## config.mk

```make
export PLATFORM = sky130hd
export DESIGN_NAME = text_glyph_placer_core_flat
export DESIGN_NICKNAME = d
export VERILOG_FILES = /design/src/hdl/tgp_pkg.sv /design/src/hdl/tgp_in_if.sv /design/src/hdl/tgp_out_if.sv /design/src/hdl/tgp_cfg_regs.sv /design/src/hdl/tgp_width_mem.sv /design/src/hdl/tgp_place.sv /design/src/hdl/text_glyph_placer_core.sv /design/src/flat_wrapper.sv
export SDC_FILE = /design/constraint.sdc
export NUM_CORES = 2
export LEC_CHECK = 0
export BUFFER_PORTS_ARGS = -buffer_cell sky130_fd_sc_hd__buf_2
export CAP_MARGIN = 40
export CELL_PAD_IN_SITES_DETAIL_PLACEMENT = 0
export CELL_PAD_IN_SITES_GLOBAL_PLACEMENT = 1
export CORE_MARGIN = 2
export CORE_UTILIZATION = 52
export CTS_CLUSTER_DIAMETER = 30
export CTS_CLUSTER_SIZE = 40
export DETAILED_ROUTE_END_ITERATION = 12
export PLACE_DENSITY_LB_ADDON = 0.1
export SLEW_MARGIN = 20
export SYNTH_ARGS = -nofsm -noshare
export SYNTH_HDL_FRONTEND = slang
export SYNTH_SLANG_ARGS = --single-unit
```

## constraint.sdc

```tcl
create_clock -name clk -period 4.7 [get_ports clk]
set_clock_uncertainty 0.2 [all_clocks]
set_input_delay 0.705 -clock clk [delete_from_list [all_inputs] [get_ports clk]]
set_output_delay 0.705 -clock clk [all_outputs]
set_load 0.01 [all_outputs]
```

## src/hdl/tgp_pkg.sv

```systemverilog
`timescale 1ns / 1ps
// ----------------------------------------------------------------------------
// tgp_pkg
// shared types, constants and the code-page map of the glyph placer
// ----------------------------------------------------------------------------
package tgp_pkg;

  localparam int GLYPH_SLOTS = 256;
  localparam int SLOT_BITS   = $clog2(GLYPH_SLOTS);
  localparam int COORD_BITS  = 16;
  localparam int CODE_BITS   = 8;
  localparam int COUNT_BITS  = 9;
  localparam int TARGET_BITS = 15;
  localparam int STEP_BITS   = 8;
  localparam int CFG_IDX_BITS  = 3;
  localparam int CFG_DATA_BITS = 15;

  localparam logic [COUNT_BITS-1:0] SLOT_LIMIT = COUNT_BITS'(GLYPH_SLOTS);

  localparam logic [CODE_BITS-1:0] CHAR_NEWLINE = 8'h0A;
  localparam logic [CODE_BITS-1:0] CHAR_SPACE   = 8'h20;

  typedef logic [COORD_BITS-1:0] coord_t;
  typedef logic [CODE_BITS-1:0]  code_t;

  typedef enum logic [1:0] {
    OP_BEGIN = 2'd0,
    OP_CHAR  = 2'd1,
    OP_WIDTH = 2'd2
  } op_t;

  typedef enum logic [CFG_IDX_BITS-1:0] {
    REG_ATLAS_FRAMES  = 3'd0,
    REG_WIDTH_COUNT   = 3'd1,
    REG_TARGET_WIDTH  = 3'd2,
    REG_TARGET_HEIGHT = 3'd3,
    REG_LINE_STEP     = 3'd4,
    REG_SPACE_STEP    = 3'd5,
    REG_GLYPH_GAP     = 3'd6
  } cfg_reg_t;

  typedef struct packed {
    logic [COUNT_BITS-1:0]  atlas_frames;
    logic [COUNT_BITS-1:0]  width_count;
    logic [TARGET_BITS-1:0] target_width;
    logic [TARGET_BITS-1:0] target_height;
    logic [STEP_BITS-1:0]   line_step;
    logic [STEP_BITS-1:0]   space_step;
    logic [STEP_BITS-1:0]   glyph_gap;
  } cfg_t;

  // one item held between the input register and the cursor stage
  typedef struct packed {
    logic [1:0] operation;
    code_t      char_code;
    code_t      slot;
    coord_t     origin_x;
    coord_t     origin_y;
  } stage_item_t;

  // single-byte code page to atlas slot, zero means no glyph
  function automatic code_t map_code(input code_t c);
    code_t slot;
    slot = '0;
    if (c inside {[8'h21:8'h7F]}) begin
      slot = c - 8'h20;
    end else if (c == 8'hA8) begin
      slot = 8'd112;
    end else if (c == 8'hB8) begin
      slot = 8'd105;
    end else if (c inside {[8'hC0:8'hEF]}) begin
      slot = c - 8'h30;
    end else if (c inside {[8'hF0:8'hFF]}) begin
      slot = c - 8'h20;
    end
    return slot;
  endfunction

endpackage

```

## src/hdl/tgp_in_if.sv

```systemverilog
`timescale 1ns / 1ps
// ----------------------------------------------------------------------------
// tgp_in_if
// input channel of the glyph placer: valid, ready and one item
// ----------------------------------------------------------------------------
interface tgp_in_if;
  logic        valid;
  logic        ready;
  logic [1:0]  operation;
  logic [7:0]  char_code;
  logic [15:0] origin_x;
  logic [15:0] origin_y;
  logic [7:0]  width_slot;
  logic [7:0]  width_value;

  modport source (
    output valid, operation, char_code, origin_x, origin_y, width_slot, width_value,
    input  ready
  );
  modport sink (
    input  valid, operation, char_code, origin_x, origin_y, width_slot, width_value,
    output ready
  );
endinterface

```

## src/hdl/tgp_out_if.sv

```systemverilog
`timescale 1ns / 1ps
// ----------------------------------------------------------------------------
// tgp_out_if
// result channel of the glyph placer: valid, ready and one draw command
// ----------------------------------------------------------------------------
interface tgp_out_if;
  logic        valid;
  logic        ready;
  logic [15:0] draw_x;
  logic [15:0] draw_y;
  logic [7:0]  glyph_slot;

  modport source (
    output valid, draw_x, draw_y, glyph_slot,
    input  ready
  );
  modport sink (
    input  valid, draw_x, draw_y, glyph_slot,
    output ready
  );
endinterface

```

## src/hdl/tgp_cfg_regs.sv

```systemverilog
`timescale 1ns / 1ps
// ----------------------------------------------------------------------------
// tgp_cfg_regs
// configuration register bank, write only
// ----------------------------------------------------------------------------
module tgp_cfg_regs import tgp_pkg::*; (
  input  logic                     clk,
  input  logic                     rst_n,
  input  logic                     cfg_we,
  input  logic [CFG_IDX_BITS-1:0]  cfg_index,
  input  logic [CFG_DATA_BITS-1:0] cfg_wdata,
  output cfg_t                     cfg
);

  cfg_t cfg_r;
  cfg_t cfg_nxt;

  always_comb begin
    cfg_nxt = cfg_r;
    if (cfg_we) begin
      case (cfg_reg_t'(cfg_index))
        REG_ATLAS_FRAMES:  cfg_nxt.atlas_frames  = cfg_wdata[COUNT_BITS-1:0];
        REG_WIDTH_COUNT:   cfg_nxt.width_count   = cfg_wdata[COUNT_BITS-1:0];
        REG_TARGET_WIDTH:  cfg_nxt.target_width  = cfg_wdata[TARGET_BITS-1:0];
        REG_TARGET_HEIGHT: cfg_nxt.target_height = cfg_wdata[TARGET_BITS-1:0];
        REG_LINE_STEP:     cfg_nxt.line_step     = cfg_wdata[STEP_BITS-1:0];
        REG_SPACE_STEP:    cfg_nxt.space_step    = cfg_wdata[STEP_BITS-1:0];
        REG_GLYPH_GAP:     cfg_nxt.glyph_gap     = cfg_wdata[STEP_BITS-1:0];
        default:           cfg_nxt = cfg_r;
      endcase
    end
  end

  always_ff @(posedge clk) begin
    if (!rst_n) begin
      cfg_r.atlas_frames  <= 9'd256;
      cfg_r.width_count   <= 9'd256;
      cfg_r.target_width  <= 15'd320;
      cfg_r.target_height <= 15'd240;
      cfg_r.line_step     <= 8'd18;
      cfg_r.space_step    <= 8'd4;
      cfg_r.glyph_gap     <= 8'd2;
    end else begin
      cfg_r <= cfg_nxt;
    end
  end

  assign cfg = cfg_r;

endmodule

```

## src/hdl/tgp_width_mem.sv

```systemverilog
`timescale 1ns / 1ps
// ----------------------------------------------------------------------------
// tgp_width_mem
// glyph width table, one write port and one registered read port
// ----------------------------------------------------------------------------
module tgp_width_mem import tgp_pkg::*; (
  input  logic                 clk,
  input  logic                 wr_en,
  input  logic [SLOT_BITS-1:0] wr_addr,
  input  logic [7:0]           wr_data,
  input  logic                 rd_en,
  input  logic [SLOT_BITS-1:0] rd_addr,
  output logic [7:0]           rd_data
);

  logic [7:0] mem [GLYPH_SLOTS];
  logic [7:0] rd_data_r;

  always_ff @(posedge clk) begin
    if (wr_en) begin
      mem[wr_addr] <= wr_data;
    end
  end

  // read data held while the stage behind is stalled
  always_ff @(posedge clk) begin
    if (rd_en) begin
      rd_data_r <= mem[rd_addr];
    end
  end

  assign rd_data = rd_data_r;

endmodule

```

## src/hdl/tgp_place.sv

```systemverilog
`timescale 1ns / 1ps
// ----------------------------------------------------------------------------
// tgp_place
// item register, cursor state and draw command output register
// ----------------------------------------------------------------------------
module tgp_place import tgp_pkg::*; (
  input  logic        clk,
  input  logic        rst_n,
  input  cfg_t        cfg,
  input  logic        in_valid,
  output logic        in_ready,
  input  stage_item_t in_item,
  input  logic [7:0]  glyph_width,
  output logic        out_valid,
  input  logic        out_ready,
  output coord_t      out_draw_x,
  output coord_t      out_draw_y,
  output code_t       out_glyph_slot
);

  logic        stg_valid_r;
  logic        stg_valid_nxt;
  stage_item_t stg_item_r;

  coord_t cursor_x_r, cursor_x_nxt;
  coord_t cursor_y_r, cursor_y_nxt;
  coord_t line_start_r, line_start_nxt;

  logic   out_valid_r, out_valid_nxt;
  coord_t draw_x_r;
  coord_t draw_y_r;
  code_t  glyph_slot_r;

  logic   stg_adv;
  logic   in_accept;
  logic   emit;
  logic   slot_ok;
  logic   in_target;

  assign stg_adv   = stg_valid_r && (!out_valid_r || out_ready);
  assign in_ready  = !stg_valid_r || stg_adv;
  assign in_accept = in_valid && in_ready;

  always_comb begin
    stg_valid_nxt = stg_valid_r;
    if (in_accept) begin
      stg_valid_nxt = 1'b1;
    end else if (stg_adv) begin
      stg_valid_nxt = 1'b0;
    end
  end

  assign slot_ok = (stg_item_r.slot != '0)
                && ({1'b0, stg_item_r.slot} < cfg.atlas_frames)
                && ({1'b0, stg_item_r.slot} < cfg.width_count)
                && ({1'b0, stg_item_r.slot} < SLOT_LIMIT);

  // signed cursor against unsigned target
  assign in_target = ($signed({cursor_x_r[COORD_BITS-1], cursor_x_r})
                      < $signed({2'b00, cfg.target_width}))
                  && ($signed({cursor_y_r[COORD_BITS-1], cursor_y_r})
                      < $signed({2'b00, cfg.target_height}));

  always_comb begin
    cursor_x_nxt   = cursor_x_r;
    cursor_y_nxt   = cursor_y_r;
    line_start_nxt = line_start_r;
    emit           = 1'b0;
    if (stg_adv) begin
      case (op_t'(stg_item_r.operation))
        OP_BEGIN: begin
          cursor_x_nxt   = stg_item_r.origin_x;
          cursor_y_nxt   = stg_item_r.origin_y;
          line_start_nxt = stg_item_r.origin_x;
        end
        OP_CHAR: begin
          if (stg_item_r.char_code == CHAR_NEWLINE) begin
            cursor_x_nxt = line_start_r;
            cursor_y_nxt = cursor_y_r + COORD_BITS'(cfg.line_step);
          end else if (stg_item_r.char_code == CHAR_SPACE) begin
            cursor_x_nxt = cursor_x_r + COORD_BITS'(cfg.space_step);
          end else if (slot_ok) begin
            emit         = in_target;
            cursor_x_nxt = cursor_x_r + COORD_BITS'(glyph_width)
                         + COORD_BITS'(cfg.glyph_gap);
          end
        end
        default: begin
          emit = 1'b0;
        end
      endcase
    end
  end

  always_comb begin
    out_valid_nxt = out_valid_r;
    if (stg_adv) begin
      out_valid_nxt = emit;
    end else if (out_ready) begin
      out_valid_nxt = 1'b0;
    end
  end

  always_ff @(posedge clk) begin
    if (!rst_n) begin
      stg_valid_r  <= 1'b0;
      out_valid_r  <= 1'b0;
      cursor_x_r   <= '0;
      cursor_y_r   <= '0;
      line_start_r <= '0;
    end else begin
      stg_valid_r  <= stg_valid_nxt;
      out_valid_r  <= out_valid_nxt;
      cursor_x_r   <= cursor_x_nxt;
      cursor_y_r   <= cursor_y_nxt;
      line_start_r <= line_start_nxt;
    end
  end

  always_ff @(posedge clk) begin
    if (in_accept) begin
      stg_item_r <= in_item;
    end
    if (emit) begin
      draw_x_r     <= cursor_x_r;
      draw_y_r     <= cursor_y_r;
      glyph_slot_r <= stg_item_r.slot;
    end
  end

  assign out_valid      = out_valid_r;
  assign out_draw_x     = draw_x_r;
  assign out_draw_y     = draw_y_r;
  assign out_glyph_slot = glyph_slot_r;

  a_only_chars_draw: assert property (@(posedge clk) disable iff (!rst_n)
    (stg_adv && stg_item_r.operation != OP_CHAR) |=> !out_valid_r)
    else $error("draw command from a non-character item");

  a_slot_nonzero: assert property (@(posedge clk) disable iff (!rst_n)
    out_valid_r |-> (glyph_slot_r != '0))
    else $error("draw command with empty slot");

  a_cursor_holds: assert property (@(posedge clk) disable iff (!rst_n)
    (stg_valid_r && !stg_adv) |=> ($stable(cursor_x_r) && $stable(cursor_y_r)))
    else $error("cursor moved while the item stage stalled");

  a_empty_ready: assert property (@(posedge clk) disable iff (!rst_n)
    !stg_valid_r |-> in_ready)
    else $error("input not ready with an empty item stage");

endmodule

```

## src/hdl/text_glyph_placer_core.sv

```systemverilog
`timescale 1ns / 1ps
// ----------------------------------------------------------------------------
// text_glyph_placer_core
// lays out a byte string as glyph draw commands
// ----------------------------------------------------------------------------
// The block takes one item per clock cycle unless the output stalls, and a draw
// command passes an item register and then the output register. An accepted
// beat lands in the item register while the glyph width table is read at the
// slot that the code-page map gives; then the cursor stage adds width and gap
// (or space step, or line step) to the cursor and fills the output register.
// The registered read port of the width table and the single cursor add set
// that rate. A stalled output holds the item register, and the input keeps
// taking beats as long as a slot is free. The width table has no reset and no
// clearing pass: an entry must be loaded before a character that uses it.
// Configuration writes are taken at any edge and belong in idle time.
// ----------------------------------------------------------------------------
module text_glyph_placer_core import tgp_pkg::*; (
  input  logic                     clk,
  input  logic                     rst_n,
  tgp_in_if.sink                   in_ch,
  tgp_out_if.source                out_ch,
  input  logic                     cfg_we,
  input  logic [CFG_IDX_BITS-1:0]  cfg_index,
  input  logic [CFG_DATA_BITS-1:0] cfg_wdata
);

  cfg_t        cfg;
  stage_item_t in_item;
  code_t       in_slot;
  logic        in_ready;
  logic        in_accept;
  logic        width_wr;
  logic [7:0]  glyph_width;

  // register bank
  tgp_cfg_regs u_cfg (
    .clk       (clk),
    .rst_n     (rst_n),
    .cfg_we    (cfg_we),
    .cfg_index (cfg_index),
    .cfg_wdata (cfg_wdata),
    .cfg       (cfg)
  );

  // slot lookup happens on the input beat so the width is registered with the item
  assign in_slot   = map_code(in_ch.char_code);
  assign in_accept = in_ch.valid && in_ready;

  // loads to slots past the table are dropped
  assign width_wr = in_accept
                 && (in_ch.operation == OP_WIDTH)
                 && ({1'b0, in_ch.width_slot} < SLOT_LIMIT);

  // a load followed by a character on the same slot is safe: the write lands
  // at an earlier edge than the read
  tgp_width_mem u_widths (
    .clk     (clk),
    .wr_en   (width_wr),
    .wr_addr (in_ch.width_slot[SLOT_BITS-1:0]),
    .wr_data (in_ch.width_value),
    .rd_en   (in_accept),
    .rd_addr (in_slot[SLOT_BITS-1:0]),
    .rd_data (glyph_width)
  );

  always_comb begin
    in_item.operation = in_ch.operation;
    in_item.char_code = in_ch.char_code;
    in_item.slot      = in_slot;
    in_item.origin_x  = in_ch.origin_x;
    in_item.origin_y  = in_ch.origin_y;
  end

  // cursor and output stage
  tgp_place u_place (
    .clk            (clk),
    .rst_n          (rst_n),
    .cfg            (cfg),
    .in_valid       (in_ch.valid),
    .in_ready       (in_ready),
    .in_item        (in_item),
    .glyph_width    (glyph_width),
    .out_valid      (out_ch.valid),
    .out_ready      (out_ch.ready),
    .out_draw_x     (out_ch.draw_x),
    .out_draw_y     (out_ch.draw_y),
    .out_glyph_slot (out_ch.glyph_slot)
  );

  assign in_ch.ready = in_ready;

endmodule

```

## src/flat_wrapper.sv

```systemverilog
// flat-port wrapper written by rule: the top's interface ports become plain ports
module text_glyph_placer_core_flat import tgp_pkg::*;
  (clk, rst_n, cfg_we, cfg_index, cfg_wdata, in_ch_valid, in_ch_operation, in_ch_char_code, in_ch_origin_x, in_ch_origin_y, in_ch_width_slot, in_ch_width_value, in_ch_ready, out_ch_valid, out_ch_draw_x, out_ch_draw_y, out_ch_glyph_slot, out_ch_ready);
  tgp_in_if in_ch_i ();
  tgp_out_if out_ch_i ();
  input  logic clk;
  input  logic rst_n;
  input  logic cfg_we;
  input  logic [CFG_IDX_BITS-1:0] cfg_index;
  input  logic [CFG_DATA_BITS-1:0] cfg_wdata;
  input wire logic [$bits(in_ch_i.valid)-1:0] in_ch_valid;
  input wire logic [$bits(in_ch_i.operation)-1:0] in_ch_operation;
  input wire logic [$bits(in_ch_i.char_code)-1:0] in_ch_char_code;
  input wire logic [$bits(in_ch_i.origin_x)-1:0] in_ch_origin_x;
  input wire logic [$bits(in_ch_i.origin_y)-1:0] in_ch_origin_y;
  input wire logic [$bits(in_ch_i.width_slot)-1:0] in_ch_width_slot;
  input wire logic [$bits(in_ch_i.width_value)-1:0] in_ch_width_value;
  output wire logic [$bits(in_ch_i.ready)-1:0] in_ch_ready;
  output wire logic [$bits(out_ch_i.valid)-1:0] out_ch_valid;
  output wire logic [$bits(out_ch_i.draw_x)-1:0] out_ch_draw_x;
  output wire logic [$bits(out_ch_i.draw_y)-1:0] out_ch_draw_y;
  output wire logic [$bits(out_ch_i.glyph_slot)-1:0] out_ch_glyph_slot;
  input wire logic [$bits(out_ch_i.ready)-1:0] out_ch_ready;
  assign in_ch_i.valid = in_ch_valid;
  assign in_ch_i.operation = in_ch_operation;
  assign in_ch_i.char_code = in_ch_char_code;
  assign in_ch_i.origin_x = in_ch_origin_x;
  assign in_ch_i.origin_y = in_ch_origin_y;
  assign in_ch_i.width_slot = in_ch_width_slot;
  assign in_ch_i.width_value = in_ch_width_value;
  assign in_ch_ready = in_ch_i.ready;
  assign out_ch_valid = out_ch_i.valid;
  assign out_ch_draw_x = out_ch_i.draw_x;
  assign out_ch_draw_y = out_ch_i.draw_y;
  assign out_ch_glyph_slot = out_ch_i.glyph_slot;
  assign out_ch_i.ready = out_ch_ready;
  text_glyph_placer_core u_core (.clk(clk), .rst_n(rst_n), .in_ch(in_ch_i), .out_ch(out_ch_i), .cfg_we(cfg_we), .cfg_index(cfg_index), .cfg_wdata(cfg_wdata));
endmodule
```

==> impl_metrics.env <==
export IMPL_status="finished clean"
export IMPL_start_util=0.523
export IMPL_power_density_nw_per_um2=515
export IMPL_via_count=64700
export IMPL_drive_above_1_share=0.177
export IMPL_post_synth_top_count_cell="edfxtp_1"
export IMPL_synth_top_area_share=0.690
export IMPL_gp_congestion=0.884
export IMPL_dp_hpwl_mm=173
export IMPL_cts_tree="built"
export IMPL_path_delay_family="buffers and inverters"
export IMPL_routed_wl_mm=284
export IMPL_seq_area_frac_synth=0.717
export IMPL_yosys_warnings=0
export IMPL_cp_arrival_ns=5.09
export IMPL_synth_area_leaders="edfxtp_1 (69%), nand2_1 (7.9%), nand3_1 (4.9%)"
export IMPL_netlist_cell_type_count=82
export IMPL_hold_viol_final=0
export IMPL_netlist_instances=7372
export IMPL_worstSetupStartpointType="input pin"
export IMPL_synth_edf_count=2146
export IMPL_clockBufferDepth=4
export IMPL_avgViaCountPerCell=5.95
export IMPL_async_reset_ff_frac=0
export IMPL_n_fill_cell=13200
export IMPL_grt_setup_unrepaired="false"
export IMPL_synth_commonest_cells="edfxtp_1 (2,146), nand2_1 (1,968), nand3_1 (921)"
export IMPL_clock_sink_count=2268
export IMPL_row_count=155
export IMPL_grt_pass1_wl_mm=414
export IMPL_drv_cap=0
export IMPL_path_clk_slew_ns=0.05
export IMPL_clock_latency_ns=0.97
export IMPL_fmax_ghz=0.221
export IMPL_syn_area_um2=93300
export IMPL_postSynthAreaPerCell_um2=12.7
export IMPL_synth_ff_type="edfxtp_1"
export IMPL_min_period_ns=4.53
export IMPL_drt_iter0_drc=7332
export IMPL_power_leakage_uw=0.0425
export IMPL_io_buffer_count=122
export IMPL_period_share=0.964
export IMPL_min_path_type="input pin to flop"
export IMPL_cts_max_level=5
export IMPL_grt_ovfl_total=0
export IMPL_final_util=0.656
export IMPL_cts_root_buf="clkbuf_16"
export IMPL_crit_fanout=55
export IMPL_num_io_pins=123
export IMPL_firstDrtPassIters=6
export IMPL_die_w_um=428
export IMPL_yosys_area_top_type="edfxtp_1"
export IMPL_cp_required_ns=5.26
export IMPL_syn_nets=7533
export IMPL_worst_pin_slew_ns=1.04
export IMPL_ir_worst_vdd_v=0.000415
export IMPL_cts_buffers=480
export IMPL_grt_max_degree=116
export IMPL_fin_cells=10900
export IMPL_criticalPathCategory="input pin to flop"
export IMPL_dp_cells=9890
export IMPL_drv_slew=0
export IMPL_setup_viol=0
export IMPL_crit_path_end_kind="flop"
export IMPL_die_height_um=428
export IMPL_path_cells="dlygate4sd3_1 > buf_2 > ha_1 > o21ba_2 > o21ai_4 > buf_12 > buf_4 > nand2_1 > and3_1 > a311oi_1 > a311oi_1 > o21ai_0 > buf_4 > a311oi_1 > buf_2 > buf_4 > a211oi_1"
export IMPL_cp_buffers_inverters=7
export IMPL_cpPeakStageDelay_ns=0.59
export IMPL_antenna_left=0
export IMPL_antenna_found_initial=10
export IMPL_core_area_um2=178000
export IMPL_grt_usage=0.306
export IMPL_ys_seq_elements=2268
export IMPL_grt_pass1_vias=62600
export IMPL_drc=0
export IMPL_cp_slowest_cell="dlygate4sd3_1"
export IMPL_dieArea_um2=183000
export IMPL_timing_slew_headroom=0.309
export IMPL_wl_per_cell_um=26.1
export IMPL_syn_to_final_growth_pct=25.5
export IMPL_fin_nets=8271
-- metrics by stage --
stage	setup slack, ns	hold slack [ns]	TNS (ns)	power [µW]	instance area (µm²)
after floorplan	0.266	0.233	0	24600	93300
after global placement	-0.953	0.242	-2.94	26400	99400
after detailed placement	-0.438	0.246	-2.29	26400	99700
after CTS	0.00987	0.0611	0	60500	117000
after global routing	0.000114	0.0785	0	61800	117000
final	0.170	0.0848	0	60300	117000
-- kinds of logic after synthesis --
family,count (synthesis),synth area share
buf+inv,561,0.0276
xor+xnor,13,0.00122
mux,255,0.0275
fa+ha+maj,80,0.0116
flops,2268,0.717
simple gates,3509,0.162
compound gates,686,0.0538
-- metal layers --
layer | up-vias | GRT usage | part of all wire
met4 | 0 | 0.138 | 0.045
li1 | 28800 | - | -
met1 | 32200 | 0.417 | 0.40
met3 | 601 | 0.0554 | 0.082
met2 | 3113 | 0.484 | 0.47
met5 | - | 0 | 0
-- flip-flops by register name, summed over array words and instances (netlist names) --
name	cells
u_core.u_cfg.cfg	72
u_core.u_place.cursor_x_r	16
u_core.u_place.cursor_y_r	16
u_core.u_place.line_start_r	16
u_core.u_place.out_draw_x	16
u_core.u_place.out_draw_y	16
u_core.u_place.out_glyph_slot	8
u_core.u_place.out_valid	1
u_core.u_place.stg_item_r	50
u_core.u_place.stg_valid_r	1
u_core.u_widths.mem	2048
u_core.u_widths.rd_data	8
-- worst paths after layout --
| check | cells after the start | start | end | slack (ns) |
|---|---|---|---|---|
| setup / recovery | 17 | in_ch_char_code[5] | u_core.u_widths.rd_data[3] | 0.17 |
| hold / removal | 1 | in_ch_width_value[5] | u_core.u_widths.mem[244][5] | 0.08 |
| setup reg to reg | 13 | u_core.u_widths.rd_data[1] | u_core.u_place.cursor_x_r[15] | 0.22 |
| hold reg to reg | 2 | u_core.u_cfg.cfg[65] | u_core.u_cfg.cfg[65] | 0.25 |
-- repair_timing --
item	in CTS	in global routing
endpoints found under the setup margin	0	5
gates resized for setup	0	10
buffers inserted	0	0
endpoints found under the hold margin	145	0
hold buffers	67	0
-- final cells by class --
cell class                 count  area [µm²]  area share
timing repair buffer         735        6380      0.0545
tap                         2355        2950      0.0252
inverter                      82         338     0.00288
multi-input combinational   4543       24000       0.205
antenna                        5        12.5    0.000107
sequential                  2268       66900       0.571
clock buffer                 527       12300       0.105
clock inverter               356        4160      0.0355
-- layout by cell type (no fill, tap or decap), drive strengths merged, types with 35 or more instances in the layout --
master / netlist / routed
edfxtp: 2146 / 2146
nand2: 1969 / 1969
nand3: 921 / 921
buf: 311 / 663
clkbuf: 168 / 530
nor2: 310 / 310
mux2i: 254 / 254
a311oi: 181 / 181
clkinv: 0 / 174
a21oi: 144 / 144
and3: 137 / 137
dfxtp: 122 / 122
inv: 82 / 119
bufinv: 0 / 79
ha: 69 / 69
dlygate4sd3: 0 / 67
clkinvlp: 0 / 66
o21ai: 65 / 65
a211oi: 41 / 41
nand4: 37 / 37
o211ai: 35 / 35
a31oi: 35 / 35
-- where the power goes --
part,switching (µW),total (µW),internal (µW)
registers,104,22400,22300
clock network,10900,34100,23200
logic,2600,3820,1220
-- worst reg2reg max path: stages (launching register included) --
cell and delay (ns):
edfxtp_1 0.63, fa_1 0.61, ha_1 0.17, inv_1 0.07, fa_1 0.44, nor2b_1 0.16
o21ai_0 0.12, a21boi_0 0.34, o221ai_1 0.26, a21oi_1 0.39, o21ai_0 0.28, or3_1 0.40
a21o_1 0.16, a31oi_1 0.14
(Power assumes the default switching activity.)
